`config.mk`:
```
export PLATFORM = sky130hd
export DESIGN_NAME = backlight_sleep_touch_wake
export DESIGN_NICKNAME = d
export VERILOG_FILES = /design/src/rtl/blsw_pkg.sv /design/src/rtl/blsw_cfg.sv /design/src/rtl/blsw_core.sv /design/src/rtl/backlight_sleep_touch_wake.sv
export SDC_FILE = /design/constraint.sdc
export NUM_CORES = 1
export LEC_CHECK = 0
export ABC_AREA = 1
export BUFFER_PORTS_ARGS = -buffer_cell sky130_fd_sc_hd__buf_2
export CORE_ASPECT_RATIO = 0.8
export CORE_MARGIN = 10
export CORE_UTILIZATION = 43
export CTS_CLUSTER_DIAMETER = 120
export DETAILED_ROUTE_END_ITERATION = 10
export GPL_TIMING_DRIVEN = 0
export PLACE_DENSITY_LB_ADDON = 0.3
export SLEW_MARGIN = 20
export SYNTH_ARGS = -nofsm -noshare
export SYNTH_HDL_FRONTEND = slang
export SYNTH_SLANG_ARGS = --single-unit
```
`constraint.sdc`:
```
create_clock -name i_clk -period 10.4 [get_ports i_clk]
set_input_delay 1.04 -clock i_clk [delete_from_list [all_inputs] [get_ports i_clk]]
set_output_delay 1.04 -clock i_clk [all_outputs]
set_load 0.02 [all_outputs]
```
`src/rtl/blsw_pkg.sv`:
```
// shared types, constants and duty mapping for the backlight sleep / touch wake block
package blsw_pkg;

    // request type codes
    localparam logic [1:0] REQ_TICK   = 2'd0;
    localparam logic [1:0] REQ_TOUCH  = 2'd1;
    localparam logic [1:0] REQ_BRIGHT = 2'd2;

    // configuration register indexes
    localparam int unsigned CFG_IDX_W = 2;
    localparam logic [CFG_IDX_W-1:0] CFG_TIMEOUT = 2'd0;
    localparam logic [CFG_IDX_W-1:0] CFG_TOUCH   = 2'd1;

    localparam int unsigned TIMEOUT_W = 16;
    localparam int unsigned IDLE_W    = 26;

    // duty codes (inverted pwm)
    localparam logic [7:0] DUTY_BRIGHT = 8'd30;
    localparam logic [7:0] DUTY_DIM    = 8'd240;
    localparam logic [7:0] DUTY_OFF    = 8'd247;

    localparam logic [6:0] PCT_FULL = 7'd100;
    localparam logic [9:0] MS_PER_S = 10'd1000;

    // pct*210/100 = (pct*21)/10, divide by ten via reciprocal 6554/2^16
    localparam logic [11:0] DUTY_STEP_NUM = 12'd21;
    localparam logic [24:0] RECIP_TEN     = 25'd6554;

    // reset values
    localparam logic [6:0]           BRIGHT_RESET     = 7'd80;
    localparam logic [IDLE_W-1:0]    TIMEOUT_MS_RESET = 26'd30000;
    localparam logic [IDLE_W-1:0]    IDLE_MAX         = {IDLE_W{1'b1}};

    // configuration seen by the core
    typedef struct packed {
        logic [IDLE_W-1:0] timeout_ms;
        logic              touch_en;
        logic              clear_idle;
    } t_cfg;

    // non-coordinate part of an input beat
    typedef struct packed {
        logic [1:0] req_type;
        logic       touched;
        logic [7:0] brightness_pct;
    } t_req;

    // brightness percent to inverted duty
    function automatic logic [7:0] duty_of(logic [6:0] pct);
        logic [11:0] scaled;
        logic [24:0] prod;
        logic [7:0]  drop;
        scaled = 12'(pct) * DUTY_STEP_NUM;
        prod   = 25'(scaled) * RECIP_TEN;
        drop   = prod[23:16];
        if (pct >= PCT_FULL) begin
            return DUTY_BRIGHT;
        end else if (pct == 7'd0) begin
            return DUTY_OFF;
        end else begin
            return DUTY_DIM - drop;
        end
    endfunction

endpackage

```
`src/rtl/blsw_cfg.sv`:
```
// configuration registers: screen timeout (kept in ms) and touch enable
module blsw_cfg (
    input  logic                               i_clk,
    input  logic                               i_rst_n,
    input  logic                               i_cfg_valid,
    input  logic [blsw_pkg::CFG_IDX_W-1:0]     i_cfg_index,
    input  logic [blsw_pkg::TIMEOUT_W-1:0]     i_cfg_data,
    output logic                               o_cfg_ready,
    output blsw_pkg::t_cfg                     o_cfg
);

    logic [blsw_pkg::IDLE_W-1:0] r_timeout_ms;
    logic                        r_touch_en;
    logic                        wr_timeout;
    logic                        wr_touch;

    assign o_cfg_ready = 1'b1;
    assign wr_timeout  = i_cfg_valid && (i_cfg_index == blsw_pkg::CFG_TIMEOUT);
    assign wr_touch    = i_cfg_valid && (i_cfg_index == blsw_pkg::CFG_TOUCH);

    // timeout converted to ms once, at write time
    always_ff @(posedge i_clk) begin
        if (!i_rst_n) begin
            r_timeout_ms <= blsw_pkg::TIMEOUT_MS_RESET;
            r_touch_en   <= 1'b1;
        end else begin
            if (wr_timeout) begin
                r_timeout_ms <= 26'(i_cfg_data) * 26'(blsw_pkg::MS_PER_S);
            end
            if (wr_touch) begin
                r_touch_en <= i_cfg_data[0];
            end
        end
    end

    assign o_cfg.timeout_ms = r_timeout_ms;
    assign o_cfg.touch_en   = r_touch_en;
    assign o_cfg.clear_idle = wr_timeout;

endmodule

```
`src/rtl/blsw_core.sv`:
```
// controller state and single-pass item evaluation into the result register
module blsw_core #(
    parameter int unsigned COORD_WIDTH = 10
) (
    input  logic                   i_clk,
    input  logic                   i_rst_n,
    input  logic                   i_fire,
    input  blsw_pkg::t_req         i_req,
    input  logic [COORD_WIDTH-1:0] i_x,
    input  logic [COORD_WIDTH-1:0] i_y,
    input  blsw_pkg::t_cfg         i_cfg,
    output logic                   o_pwm_write,
    output logic [7:0]             o_pwm_duty,
    output logic                   o_report_valid,
    output logic                   o_report_pressed,
    output logic [COORD_WIDTH-1:0] o_point_x,
    output logic [COORD_WIDTH-1:0] o_point_y,
    output logic                   o_blank_request,
    output logic                   o_redraw_request,
    output logic                   o_backlight_is_on,
    output logic                   o_is_asleep
);

    // state
    logic [6:0]                  r_level,   n_level;
    logic                        r_bl,      n_bl;
    logic                        r_asleep,  n_asleep;
    logic                        r_swallow, n_swallow;
    logic [blsw_pkg::IDLE_W-1:0] r_idle,    n_idle;

    // result register
    logic                   r_pwm_write,  n_pwm_write;
    logic [7:0]             r_pwm_duty,   n_pwm_duty;
    logic                   r_rep_valid,  n_rep_valid;
    logic                   r_rep_press,  n_rep_press;
    logic [COORD_WIDTH-1:0] r_px,         n_px;
    logic [COORD_WIDTH-1:0] r_py,         n_py;
    logic                   r_blank,      n_blank;
    logic                   r_redraw,     n_redraw;

    logic [blsw_pkg::IDLE_W-1:0] idle_inc;
    logic [6:0]                  pct_clamped;
    logic [6:0]                  duty_src;
    logic [7:0]                  duty_val;

    // saturating idle count and clamped brightness
    assign idle_inc    = (r_idle == blsw_pkg::IDLE_MAX) ? r_idle : r_idle + 1'b1;
    assign pct_clamped = (i_req.brightness_pct > 8'(blsw_pkg::PCT_FULL)) ?
                         blsw_pkg::PCT_FULL : i_req.brightness_pct[6:0];

    // one shared duty mapping: new request or stored level on wake
    assign duty_src = (i_req.req_type == blsw_pkg::REQ_BRIGHT) ? pct_clamped : r_level;
    assign duty_val = blsw_pkg::duty_of(duty_src);

    // next state and result
    always_comb begin
        n_level     = r_level;
        n_bl        = r_bl;
        n_asleep    = r_asleep;
        n_swallow   = r_swallow;
        n_idle      = r_idle;
        n_pwm_write = 1'b0;
        n_pwm_duty  = 8'd0;
        n_rep_valid = 1'b0;
        n_rep_press = 1'b0;
        n_px        = '0;
        n_py        = '0;
        n_blank     = 1'b0;
        n_redraw    = 1'b0;
        case (i_req.req_type)
            blsw_pkg::REQ_TICK: begin
                n_idle = idle_inc;
                if (!r_asleep && (i_cfg.timeout_ms != '0) && r_bl &&
                    (idle_inc > i_cfg.timeout_ms)) begin
                    n_pwm_write = 1'b1;
                    n_pwm_duty  = blsw_pkg::DUTY_OFF;
                    n_bl        = 1'b0;
                    n_asleep    = 1'b1;
                    n_blank     = 1'b1;
                end
            end
            blsw_pkg::REQ_TOUCH: begin
                if (r_asleep) begin
                    // wake on press, swallow until release
                    if (i_cfg.touch_en && i_req.touched) begin
                        n_pwm_write = 1'b1;
                        n_pwm_duty  = duty_val;
                        n_bl        = 1'b1;
                        n_asleep    = 1'b0;
                        n_swallow   = 1'b1;
                        n_idle      = '0;
                        n_redraw    = 1'b1;
                    end
                end else begin
                    n_rep_valid = 1'b1;
                    if (i_cfg.touch_en) begin
                        if (i_req.touched) begin
                            n_idle = '0;
                            if (!r_swallow) begin
                                n_rep_press = 1'b1;
                                n_px        = i_x;
                                n_py        = i_y;
                            end
                        end else begin
                            n_swallow = 1'b0;
                        end
                    end
                end
            end
            blsw_pkg::REQ_BRIGHT: begin
                n_level     = pct_clamped;
                n_pwm_write = 1'b1;
                if (pct_clamped == 7'd0) begin
                    n_pwm_duty = blsw_pkg::DUTY_OFF;
                    n_bl       = 1'b0;
                end else begin
                    n_pwm_duty = duty_val;
                    n_bl       = 1'b1;
                    n_asleep   = 1'b0;
                end
            end
            default: begin
            end
        endcase
    end

    // state update, timeout write clears idle time
    always_ff @(posedge i_clk) begin
        if (!i_rst_n) begin
            r_level   <= blsw_pkg::BRIGHT_RESET;
            r_bl      <= 1'b1;
            r_asleep  <= 1'b0;
            r_swallow <= 1'b0;
            r_idle    <= '0;
        end else begin
            if (i_fire) begin
                r_level   <= n_level;
                r_bl      <= n_bl;
                r_asleep  <= n_asleep;
                r_swallow <= n_swallow;
                r_idle    <= n_idle;
            end
            if (i_cfg.clear_idle) begin
                r_idle <= '0;
            end
        end
    end

    // result payload
    always_ff @(posedge i_clk) begin
        if (i_fire) begin
            r_pwm_write <= n_pwm_write;
            r_pwm_duty  <= n_pwm_duty;
            r_rep_valid <= n_rep_valid;
            r_rep_press <= n_rep_press;
            r_px        <= n_px;
            r_py        <= n_py;
            r_blank     <= n_blank;
            r_redraw    <= n_redraw;
        end
    end

    // flags after the item travel with the result
    logic r_out_bl, r_out_asleep;
    always_ff @(posedge i_clk) begin
        if (i_fire) begin
            r_out_bl     <= n_bl;
            r_out_asleep <= n_asleep;
        end
    end

    assign o_pwm_write       = r_pwm_write;
    assign o_pwm_duty        = r_pwm_duty;
    assign o_report_valid    = r_rep_valid;
    assign o_report_pressed  = r_rep_press;
    assign o_point_x         = r_px;
    assign o_point_y         = r_py;
    assign o_blank_request   = r_blank;
    assign o_redraw_request  = r_redraw;
    assign o_backlight_is_on = r_out_bl;
    assign o_is_asleep       = r_out_asleep;

endmodule

```
`src/rtl/backlight_sleep_touch_wake.sv`:
```
// top level: input register, result handshake and configuration port
// One beat is accepted per clock while o_in_stall is low, and each beat gives exactly one
// result beat through the input register, then the result register. The whole update of
// brightness, sleep, swallow and idle state plus the duty mapping is done in one pass between
// those registers, so the sustained rate is one item per cycle whenever the output side does not
// stall. The configuration port is always ready; write it only while no beat is in flight.
// Writing the timeout register clears the idle time, and a timeout of zero disables sleep.
module backlight_sleep_touch_wake #(
    parameter int unsigned COORD_WIDTH = 10
) (
    input  logic                               i_clk,
    input  logic                               i_rst_n,
    // input channel
    input  logic                               i_in_valid,
    output logic                               o_in_stall,
    input  logic [1:0]                         i_req_type,
    input  logic                               i_touched,
    input  logic [COORD_WIDTH-1:0]             i_touch_x,
    input  logic [COORD_WIDTH-1:0]             i_touch_y,
    input  logic [7:0]                         i_brightness_pct,
    // result channel
    output logic                               o_out_valid,
    input  logic                               i_out_stall,
    output logic                               o_pwm_write,
    output logic [7:0]                         o_pwm_duty,
    output logic                               o_report_valid,
    output logic                               o_report_pressed,
    output logic [COORD_WIDTH-1:0]             o_point_x,
    output logic [COORD_WIDTH-1:0]             o_point_y,
    output logic                               o_blank_request,
    output logic                               o_redraw_request,
    output logic                               o_backlight_is_on,
    output logic                               o_is_asleep,
    // configuration channel
    input  logic                               i_cfg_valid,
    output logic                               o_cfg_ready,
    input  logic [blsw_pkg::CFG_IDX_W-1:0]     i_cfg_index,
    input  logic [blsw_pkg::TIMEOUT_W-1:0]     i_cfg_data
);

    logic                   r_s1_valid;
    blsw_pkg::t_req         r_s1_req;
    logic [COORD_WIDTH-1:0] r_s1_x;
    logic [COORD_WIDTH-1:0] r_s1_y;
    logic                   r_out_valid;
    logic                   advance;
    logic                   fire;
    logic                   in_accept;
    blsw_pkg::t_cfg         cfg;

    // pipeline control
    assign advance    = !r_out_valid || !i_out_stall;
    assign fire       = r_s1_valid && advance;
    assign o_in_stall = r_s1_valid && !advance;
    assign in_accept  = i_in_valid && !o_in_stall;

    always_ff @(posedge i_clk) begin
        if (!i_rst_n) begin
            r_s1_valid  <= 1'b0;
            r_out_valid <= 1'b0;
        end else begin
            r_s1_valid <= in_accept || (r_s1_valid && !advance);
            if (advance) begin
                r_out_valid <= r_s1_valid;
            end
        end
    end

    // input register
    always_ff @(posedge i_clk) begin
        if (in_accept) begin
            r_s1_req.req_type       <= i_req_type;
            r_s1_req.touched        <= i_touched;
            r_s1_req.brightness_pct <= i_brightness_pct;
            r_s1_x                  <= i_touch_x;
            r_s1_y                  <= i_touch_y;
        end
    end

    assign o_out_valid = r_out_valid;

    blsw_cfg u_cfg (
        .i_clk       (i_clk),
        .i_rst_n     (i_rst_n),
        .i_cfg_valid (i_cfg_valid),
        .i_cfg_index (i_cfg_index),
        .i_cfg_data  (i_cfg_data),
        .o_cfg_ready (o_cfg_ready),
        .o_cfg       (cfg)
    );

    blsw_core #(
        .COORD_WIDTH (COORD_WIDTH)
    ) u_core (
        .i_clk             (i_clk),
        .i_rst_n           (i_rst_n),
        .i_fire            (fire),
        .i_req             (r_s1_req),
        .i_x               (r_s1_x),
        .i_y               (r_s1_y),
        .i_cfg             (cfg),
        .o_pwm_write       (o_pwm_write),
        .o_pwm_duty        (o_pwm_duty),
        .o_report_valid    (o_report_valid),
        .o_report_pressed  (o_report_pressed),
        .o_point_x         (o_point_x),
        .o_point_y         (o_point_y),
        .o_blank_request   (o_blank_request),
        .o_redraw_request  (o_redraw_request),
        .o_backlight_is_on (o_backlight_is_on),
        .o_is_asleep       (o_is_asleep)
    );

    // entering sleep always writes the off code and drops the backlight
    a_blank_off: assert property (@(posedge i_clk) disable iff (!i_rst_n)
        o_out_valid && o_blank_request |->
            o_pwm_write && (o_pwm_duty == blsw_pkg::DUTY_OFF) && o_is_asleep &&
            !o_backlight_is_on)
        else $error("blank request without sleep and off duty");

    // a wake writes a duty, turns the backlight on and gives no report
    a_redraw_wake: assert property (@(posedge i_clk) disable iff (!i_rst_n)
        o_out_valid && o_redraw_request |->
            o_pwm_write && !o_is_asleep && o_backlight_is_on && !o_report_valid &&
            !o_blank_request)
        else $error("redraw request with inconsistent flags");

    // pressed reports only come from an awake block
    a_press_awake: assert property (@(posedge i_clk) disable iff (!i_rst_n)
        o_out_valid && o_report_pressed |-> o_report_valid && !o_is_asleep &&
            !o_pwm_write)
        else $error("pressed report while asleep or with duty write");

    // a held input beat stays in the input register
    a_s1_hold: assert property (@(posedge i_clk) disable iff (!i_rst_n)
        r_s1_valid && !advance |=> r_s1_valid && $stable(r_s1_req))
        else $error("input register lost a stalled beat");

endmodule

```
After elaboration in Yosys (flattened, before gate mapping)
Cells that the tools add are included.
Widths: inputs -> output; s select.

word-level totals
  bits of input ports = 54
  register bits = 128

operators by class
  reductions and logical operators = 28
  mux-type cells = 35
  equality and inequality tests = 9
  bitwise logic cells = 4
  multipliers = 3
  add/sub/neg operators = 2
  magnitude comparators = 3

operators by type and width
  operator                count
  $mux 26                 5
  $pmux 26 s2             1
  $mux 8                  6
  $add 26x1->26 const B   1
  $eq 26x26->1 const B    1
  $gt 26x26->1            1
  $reduce_bool 26->1      1
  $pmux 8 s3              1
  $mul 12x12->23 const B  1
  $mul 16x7->23 const B   1
  $mux 1                  17
  $logic_not 7->1         2
  $mux 7                  2
  $mul 7x5->12 const B    1
  $reduce_and 5->1        2
  $logic_and 1x1->1       9
  $pmux 1 s3              3
  $gt 8x7->1 const B      1
  $sub 8x8->8 const A     1
  $ge 7x7->1 const B      1
  $ne 3x2->1 const B      2
  $logic_not 1->1         5
  $reduce_or 5->1         1
  $eq 2x1->1 const B      2
  other kinds (10)        16

Depth between registers and ports, before layout
Gate-level depths: netlist (run 1).

  depth in word-level cells = 11
  gate-level depth with buffers = 46
  depth with buffers taken out = 46

Hierarchy
From an unflattened synthesis (run 1), not the netlist that was laid out.

unflattened totals
  cells, all modules = 1,648
  area, all modules = 13,032.5 um2

modules (own cells, without submodules)
  module                      seq. area each (um2)  area each (um2)  cells each  times used
  blsw_core                   1,771.7               8,072.7          1,087       1
  blsw_cfg                    480.5                 3,933.8          517         1
  backlight_sleep_touch_wake  970.9                 1,026.0          44          1

Worst setup path after synthesis (run 1)
No wires, ideal clock.

  path type = reg2reg
  start = register r_s1_req[9] (netlist name)
  end = register u_core.r_pwm_duty[6], in the netlist u_core.o_pwm_duty[6], data pin
  library setup time = 260 ps
  stages on the path, launching flop included = 39
  clock period less this slack = 7,781 ps
  slack = 2,619 ps
  arrival time = 7,521 ps
  buffers on the path = 1
  cells stage by stage = edfxtp_1 -> inv_1 -> ha_1 -> clkbuf_1 -> o21ai_0 -> nand2_1 -> inv_1 -> nor2_1 -> ha_1 -> ha_1 -> ha_1 -> a21oi_1 -> nand2_1 -> a21oi_2 -> xor2_1 -> xnor2_1 -> fa_1 -> inv_1 -> (+3 left out) -> fa_1 -> inv_1 -> ha_1 -> nand2_1 -> inv_1 -> nand2_1 -> inv_1 -> a21oi_1 -> nand3_1 -> nand2_1 -> inv_1 -> ha_1 -> nand3_1 -> nand3_1 -> nand2_1 -> nand3_1 -> nand2_1 -> a21oi_1

between the ends
  word-level cells in the longest chain between the ends = 10

ends and longest elaborated chain
  item                      RTL line                          RTL
  start: declaration        backlight_sleep_touch_wake.sv:42  blsw_pkg::t_req r_s1_req;
  $eq 2x2->1 (*)            blsw_core.sv:52                   assign duty_src = (i_req.req_type == blsw_pkg::REQ_BRIGHT) ? pct_clamped : r_level;
  $mux 7 (*)                blsw_core.sv:52
  via u_core.duty_src[1]    blsw_core.sv:43                   logic [6:0] duty_src;
  $mul 7x5->12              blsw_pkg.sv:53                    scaled = 12'(pct) * DUTY_STEP_NUM;
  $mul 12x12->23            blsw_pkg.sv:54                    prod = 25'(scaled) * RECIP_TEN;
  $sub 8x8->8               blsw_pkg.sv:61                    return DUTY_DIM - drop;
  $mux 8                    blsw_pkg.sv:58                    end else if (pct == 7'd0) begin
  $mux 8 (*)                blsw_pkg.sv:56                    if (pct >= PCT_FULL) begin
  $mux 8                    blsw_core.sv:85                   if (i_cfg.touch_en && i_req.touched) begin
  $mux 8                    blsw_core.sv:83                   if (r_asleep) begin
  $pmux 8 s3 (*)            blsw_core.sv:70                   case (i_req.req_type)
  via u_core.n_pwm_duty[6]  blsw_core.sv:33                   logic [7:0] r_pwm_duty, n_pwm_duty;
  end signal: assignment    blsw_core.sv:153                  r_pwm_duty <= n_pwm_duty;
  end: declaration          blsw_core.sv:33

Mark *: on every way through the listed nets, which the timed path passes. The rest lies on a longest branch.
A chain may end at the register's enable or synchronous reset.

Worst setup path in the final report (run 1)
Ends and elaborated chain as after synthesis.

==> flow_summary.toml, run 1 <==
[run_status]
outcome = "finished, final reports clean"

[cells_and_area]
drive_above_1_share_pct = 10.2
final_cell_mix = "nand2_1 (292), inv_1 (267), ha_1 (180)"
final_common_cell = "nand2_1"
diodes = 0
synthToLayoutAreaGrowth_pct = 12.6
nNetsFinal = 1916

[hold_path]
whs_path_depth = 2
hp-class = "flip-flop to flip-flop"

[sta]
slew_violations = 0
fin_crit_sh_pct = 89.2
max_freq_mhz = 108
finalClockSkew_ns = 0.0165
period_minus_slack_ns = 9.27
rsz0062_at_grt = "no"
tns_ns = 0
setup_violations = 0
final_hold_viol_count = 0
worst_pin_slew_ns = 1.07
slew_headroom_pct = 27.9

[logic_synthesis]
yosysUniqueCellTypes = 49
synth_ff_type = "edfxtp_1"
ys_seq_area_share_pct = 26.2
ys_ff_latch = 128
syn_avg_cell_area_um2 = 8.32
ys_warn_count = 0
synth_fp_nets = 1806
syn_inst = 1479
synth_edf_count = 66
async_reset_ff_share_pct = 0
syn-cell-area_um2 = 12300

[place]
gp_congestion = 0.926
place_hpwl_mm = 23.7
port_buffers = 90

[detailed_routing]
drtPass1Iterations = 7
ant_nets = 0
post-route-drc-count = 0
routed_wl_mm = 28.6
drt_iter0_markers = 691
avgRoutedWirePerCell_um = 14.5
vias_per_cell = 5.05
vias = 9959

[cts]
cts.sinks = 128
cts_tree = "yes"
cts-root-buf = "clkbuf_16"
cts_buffer_depth = 2
cts_buffers = 17
cts-resized-gates = 0
ctsHoldBuffers = 0
htreeDepth = 4
insertion_delay_ns = 0.43
path_clk_slew_ns = 0.07
post_cts_buffers = 0

[worst_setup_path]
critical_path_required_ns = 10.57
end_kind = "flip-flop"
reg2reg_depth = 38
path_class = "flip-flop to flip-flop"
critPathSlowestCell = "o21ai_0"
cp_data_arrival_time_ns = 9.44
path_common_cell = "inv_1"
cp-start-kind = "flip-flop"
cpPeakStageDelay_ns = 0.89
crit_path_max_fanout = 10

[grt]
grt_pass1_wl_mm = 48.8
grtUsageTotal_pct = 16.2
antenna_found_initial = 0
grt_pass1_vias = 10201
grt_max_degree = 32
overflow = 0

[floorplanning]
rows = 55
die_w_um = 209
initial_core_util_pct = 43.6
die-area_um2 = 35800
die_y_um = 171
io_pins = 92
coreArea_um2 = 28200

[job]
cap_viol_max_count = 0
==> final timing paths <==
check | end | slack (ns) | start
max | u_core.o_pwm_duty[6]$_DFFE_PP_ | 1.13 | r_s1_req[9]$_DFFE_PP_
min | u_core.r_level[6]$_SDFFE_PN1P_ | 0.47 | u_core.r_level[6]$_SDFFE_PN1P_
max reg2reg | u_core.o_pwm_duty[6]$_DFFE_PP_ | 1.13 | r_s1_req[9]$_DFFE_PP_
min reg2reg | u_core.r_level[6]$_SDFFE_PN1P_ | 0.47 | u_core.r_level[6]$_SDFFE_PN1P_
==> worst max-delay path, delay by kind of cell (launching register included) <==
kind                       cells  cell delay [ns]
and+or+nand+nor               12             1.27
buffers and inverters          9             0.86
xor gates and xnor gates       2             0.88
DFF                            1             0.38
AOI/OAI and AO/OA              5             1.49
adders and majority gates     10             4.12
==> stage by stage <==
stage               setup WS, ns  cell area [µm²]  std cells  util (%)  hold slack (ns)
floorplan                   2.62            12300       1479         -            0.437
global placement            1.28            13200       1939      46.8            0.446
detailed placement          1.12            13200       1940      46.9            0.453
global route               0.401            13900       1972      49.1            0.492
CTS                         1.06            13900       1972      49.1            0.468
finish                      1.13            13900       1972      49.1            0.466
==> logic make-up (layout without fill, tap and decap cells) <==
family,Yosys count,after routing,synth area share (%)
fa+ha+maj,273,273,33.4
compound gates,195,195,8.84
xor+xnor,50,50,3.56
simple gates,541,541,19.0
other cells,1,1,0.0305
flops,128,128,26.2
buf+inv,291,414,8.91
==> routing by layer <==
layer  up-vias  wire length, µm  global-route usage [%]
met2       192            13400                    27.2
met4         0              300                    3.43
met1      4709            13800                    21.9
met5         -                0                       0
met3        29             1080                    2.27
li1       5029                -                       -
==> area by class of cell <==
class / count / area (µm²)
fillers: 2735 / 14400
flip-flops and latches: 128 / 3220
well taps: 370 / 463
plain buffers: 17 / 68.8
repair buffers: 91 / 478
clock buffers: 17 / 425
inverters: 274 / 1030
clock inverters: 15 / 186
multi-input cells: 1060 / 7980
==> sequential cells by signal (all words and copies together) (netlist names) <==
signal and cells:
o_out_valid 1, r_s1_req 11, r_s1_valid 1, r_s1_x 10, r_s1_y 10, u_cfg.r_timeout_ms 23, u_cfg.r_touch_en 1, u_core.o_backlight_is_on 1
u_core.o_blank_request 1, u_core.o_is_asleep 1, u_core.o_point_x 10, u_core.o_point_y 10, u_core.o_pwm_duty 8, u_core.o_pwm_write 1, u_core.o_redraw_request 1, u_core.o_report_pressed 1
u_core.o_report_valid 1, u_core.r_asleep 1, u_core.r_bl 1, u_core.r_idle 26, u_core.r_level 7, u_core.r_swallow 1
==> Yosys cell counts (5+ instances only) <==
cell type	count	share of area (%)
a21o_1	7	0.43
nor2_2	6	0.31
nor3_1	15	0.61
dfxtp_1	62	10
nand2_1	292	8.9
nor4_1	8	0.41
o211ai_1	7	0.43
xnor2_1	22	1.6
inv_1	268	8.2
nand3_1	58	2.4
xor2_1	28	2.0
fa_1	93	15
nand3b_1	5	0.31
edfxtp_1	66	16
o21ai_0	51	2.1
nand4_1	26	1.3
nor2_1	107	3.3
inv_2	5	0.15
clkbuf_1	16	0.49
nand2_2	9	0.46
a21oi_1	99	4.0
ha_1	180	18
Power of run 1 is left out: the tool's default activity adds up to more than one toggle a clock period on the data nets, which glitch-free logic cannot reach.
==> run 2, diff against run 1 <==
--- a/config.mk
+++ b/config.mk
@@ -7,12 +7,15 @@
 export LEC_CHECK = 0
 export ABC_AREA = 1
 export BUFFER_PORTS_ARGS = -buffer_cell sky130_fd_sc_hd__buf_2
+export CELL_PAD_IN_SITES_DETAIL_PLACEMENT = 1
+export CELL_PAD_IN_SITES_GLOBAL_PLACEMENT = 1
 export CORE_ASPECT_RATIO = 0.8
-export CORE_MARGIN = 10
+export CORE_MARGIN = 2
 export CORE_UTILIZATION = 43
 export CTS_CLUSTER_DIAMETER = 120
 export DETAILED_ROUTE_END_ITERATION = 10
 export GPL_TIMING_DRIVEN = 0
+export HOLD_SLACK_MARGIN = 0.08
 export PLACE_DENSITY_LB_ADDON = 0.3
 export SLEW_MARGIN = 20
 export SYNTH_ARGS = -nofsm -noshare
==> run 2 against run 1 <==
First-iteration DRC count is 46% lower. Via count up 2.3%. Register-to-register slack better by 0.05 ns. Sequential share of layout area is 0.067 points higher. Hold slack gained 0.014 ns. Count of clock-buffer cells in the layout increased by 2. Global-route usage rose by 6.5 points. Highest routed layer unchanged.
==> flow_summary.toml, run 2 (synthesis gave the netlist of run 1 again) <==
[sta]
setup_violations = 0
rsz0062_at_grt = "no"
slew_headroom_pct = 49.8
fin_crit_sh_pct = 88.7
max_freq_mhz = 108
worst_pin_slew_ns = 0.748
final_hold_viol_count = 0
finalClockSkew_ns = 0.00983
tns_ns = 0
slew_violations = 0
period_minus_slack_ns = 9.23

[cells_and_area]
synthToLayoutAreaGrowth_pct = 12.3
reg.largest.list = "u_core.r_idle x26, u_cfg.r_timeout_ms x23, r_s1_req x11"
nNetsFinal = 1916
multi_input_area_um2 = 7980
fillerInstances = 3465
seq_area_um2 = 3220
largest_register = "u_core.r_idle"
diodes = 0
final_common_cell = "nand2_1"
final_cell_mix = "nand2_1 (292), inv_1 (267), ha_1 (180)"
drive_above_1_share_pct = 10.2
largest_register_ffs = 26

[cts]
cts_buffer_depth = 2
insertion_delay_ns = 0.43
cts-resized-gates = 0
htreeDepth = 4
ctsHoldBuffers = 0
post_cts_buffers = 0
path_clk_slew_ns = 0.07
cts-root-buf = "clkbuf_16"
cts.sinks = 128
cts_buffers = 17
cts_tree = "yes"

[detailed_routing]
vias_per_cell = 5.17
routed_wl_mm = 32.5
ant_nets = 0
post-route-drc-count = 0
vias = 10192
drtPass1Iterations = 5
drt_iter0_markers = 375
avgRoutedWirePerCell_um = 16.5

[worst_setup_path]
critical_path_required_ns = 10.57
startpoint = "r_s1_req[9]$_DFFE_PP_"
crit_path_max_fanout = 10
end_kind = "flip-flop"
critPathTopFamily = "adder cells"
critPathSlowestCell = "xor2_1"
path_common_cell = "nand2_1"
cpPeakStageDelay_ns = 0.57
cp-start-kind = "flip-flop"
rr_startpoint = "r_s1_req[9]$_DFFE_PP_"
path_class = "flip-flop to flip-flop"
worst-path-buf-inv = 9
cp_data_arrival_time_ns = 9.40

[hold_path]
min_from = "u_core.r_level[6]$_SDFFE_PN1P_"
hp-class = "flip-flop to flip-flop"

[job]
cap_viol_max_count = 0

[grt]
grt_pass1_vias = 10741
grt_max_degree = 32
grtUsageTotal_pct = 22.7
antenna_found_initial = 0
overflow = 0
grt_pass1_wl_mm = 54.1

[floorplanning]
io_pins = 92
initial_core_util_pct = 43.6
rows = 55
die_y_um = 155
die_w_um = 193
die-area_um2 = 30000
coreArea_um2 = 28200

[run_status]
outcome = "finished, final reports clean"

[place]
port_buffers = 90
place_hpwl_mm = 27.2
gp_congestion = 0.884
run 2: changes by cell type in the layout (fill, tap and decap cells not counted), sizes merged:
cell	delta
inv	-3
clkinvlp	+3
clkbuf	+2
clkinv	-2
run 2: final timing paths:
kind / end / slack [ns] / cells past startpoint
max: u_core.o_pwm_duty[6]$_DFFE_PP_ / 1.17 / 40
min: u_core.r_level[6]$_SDFFE_PN1P_ / 0.48 / 2
max reg2reg: u_core.o_pwm_duty[6]$_DFFE_PP_ / 1.17 / 40
min reg2reg: u_core.r_level[6]$_SDFFE_PN1P_ / 0.48 / 2
run 2: tightest hold or removal path, cell delays in order (launching register included):
cell and delay, ns:
dfxtp_1 0.33, a21oi_1 0.06, o21ai_0 0.06
run 2: per-stage QoR:
| step | instances | utilization, % | hold slack, ns | setup slack [ns] | cell area [µm²] |
|---|---|---|---|---|---|
| floorplan | 1479 | - | 0.437 | 2.62 | 12300 |
| global placement | 1939 | 46.8 | 0.447 | 1.17 | 13200 |
| detailed placement | 1940 | 46.9 | 0.462 | 1.16 | 13200 |
| CTS | 1972 | 49.0 | 0.475 | 1.11 | 13800 |
| global route | 1972 | 49.0 | 0.518 | 0.413 | 13800 |
| finish | 1972 | 49.0 | 0.480 | 1.17 | 13800 |
run 2: cell type report:
type	count	share of cell area, %
plain buffers	17	0.498
clock inverters	13	0.915
well taps	370	3.35
repair buffers	91	3.41
clock buffers	19	3.28
inverters	274	7.44
multi-input cells	1060	57.8
flip-flops and latches	128	23.3
run 2: routing by layer:
layer  track usage (%)  part of all wire (%)
met1              30.4                    47
met2              39.7                    50
met3              2.89                   2.4
met4              4.11                   1.1
met5                 0                     0
Power of run 2 is left out for the same reason.
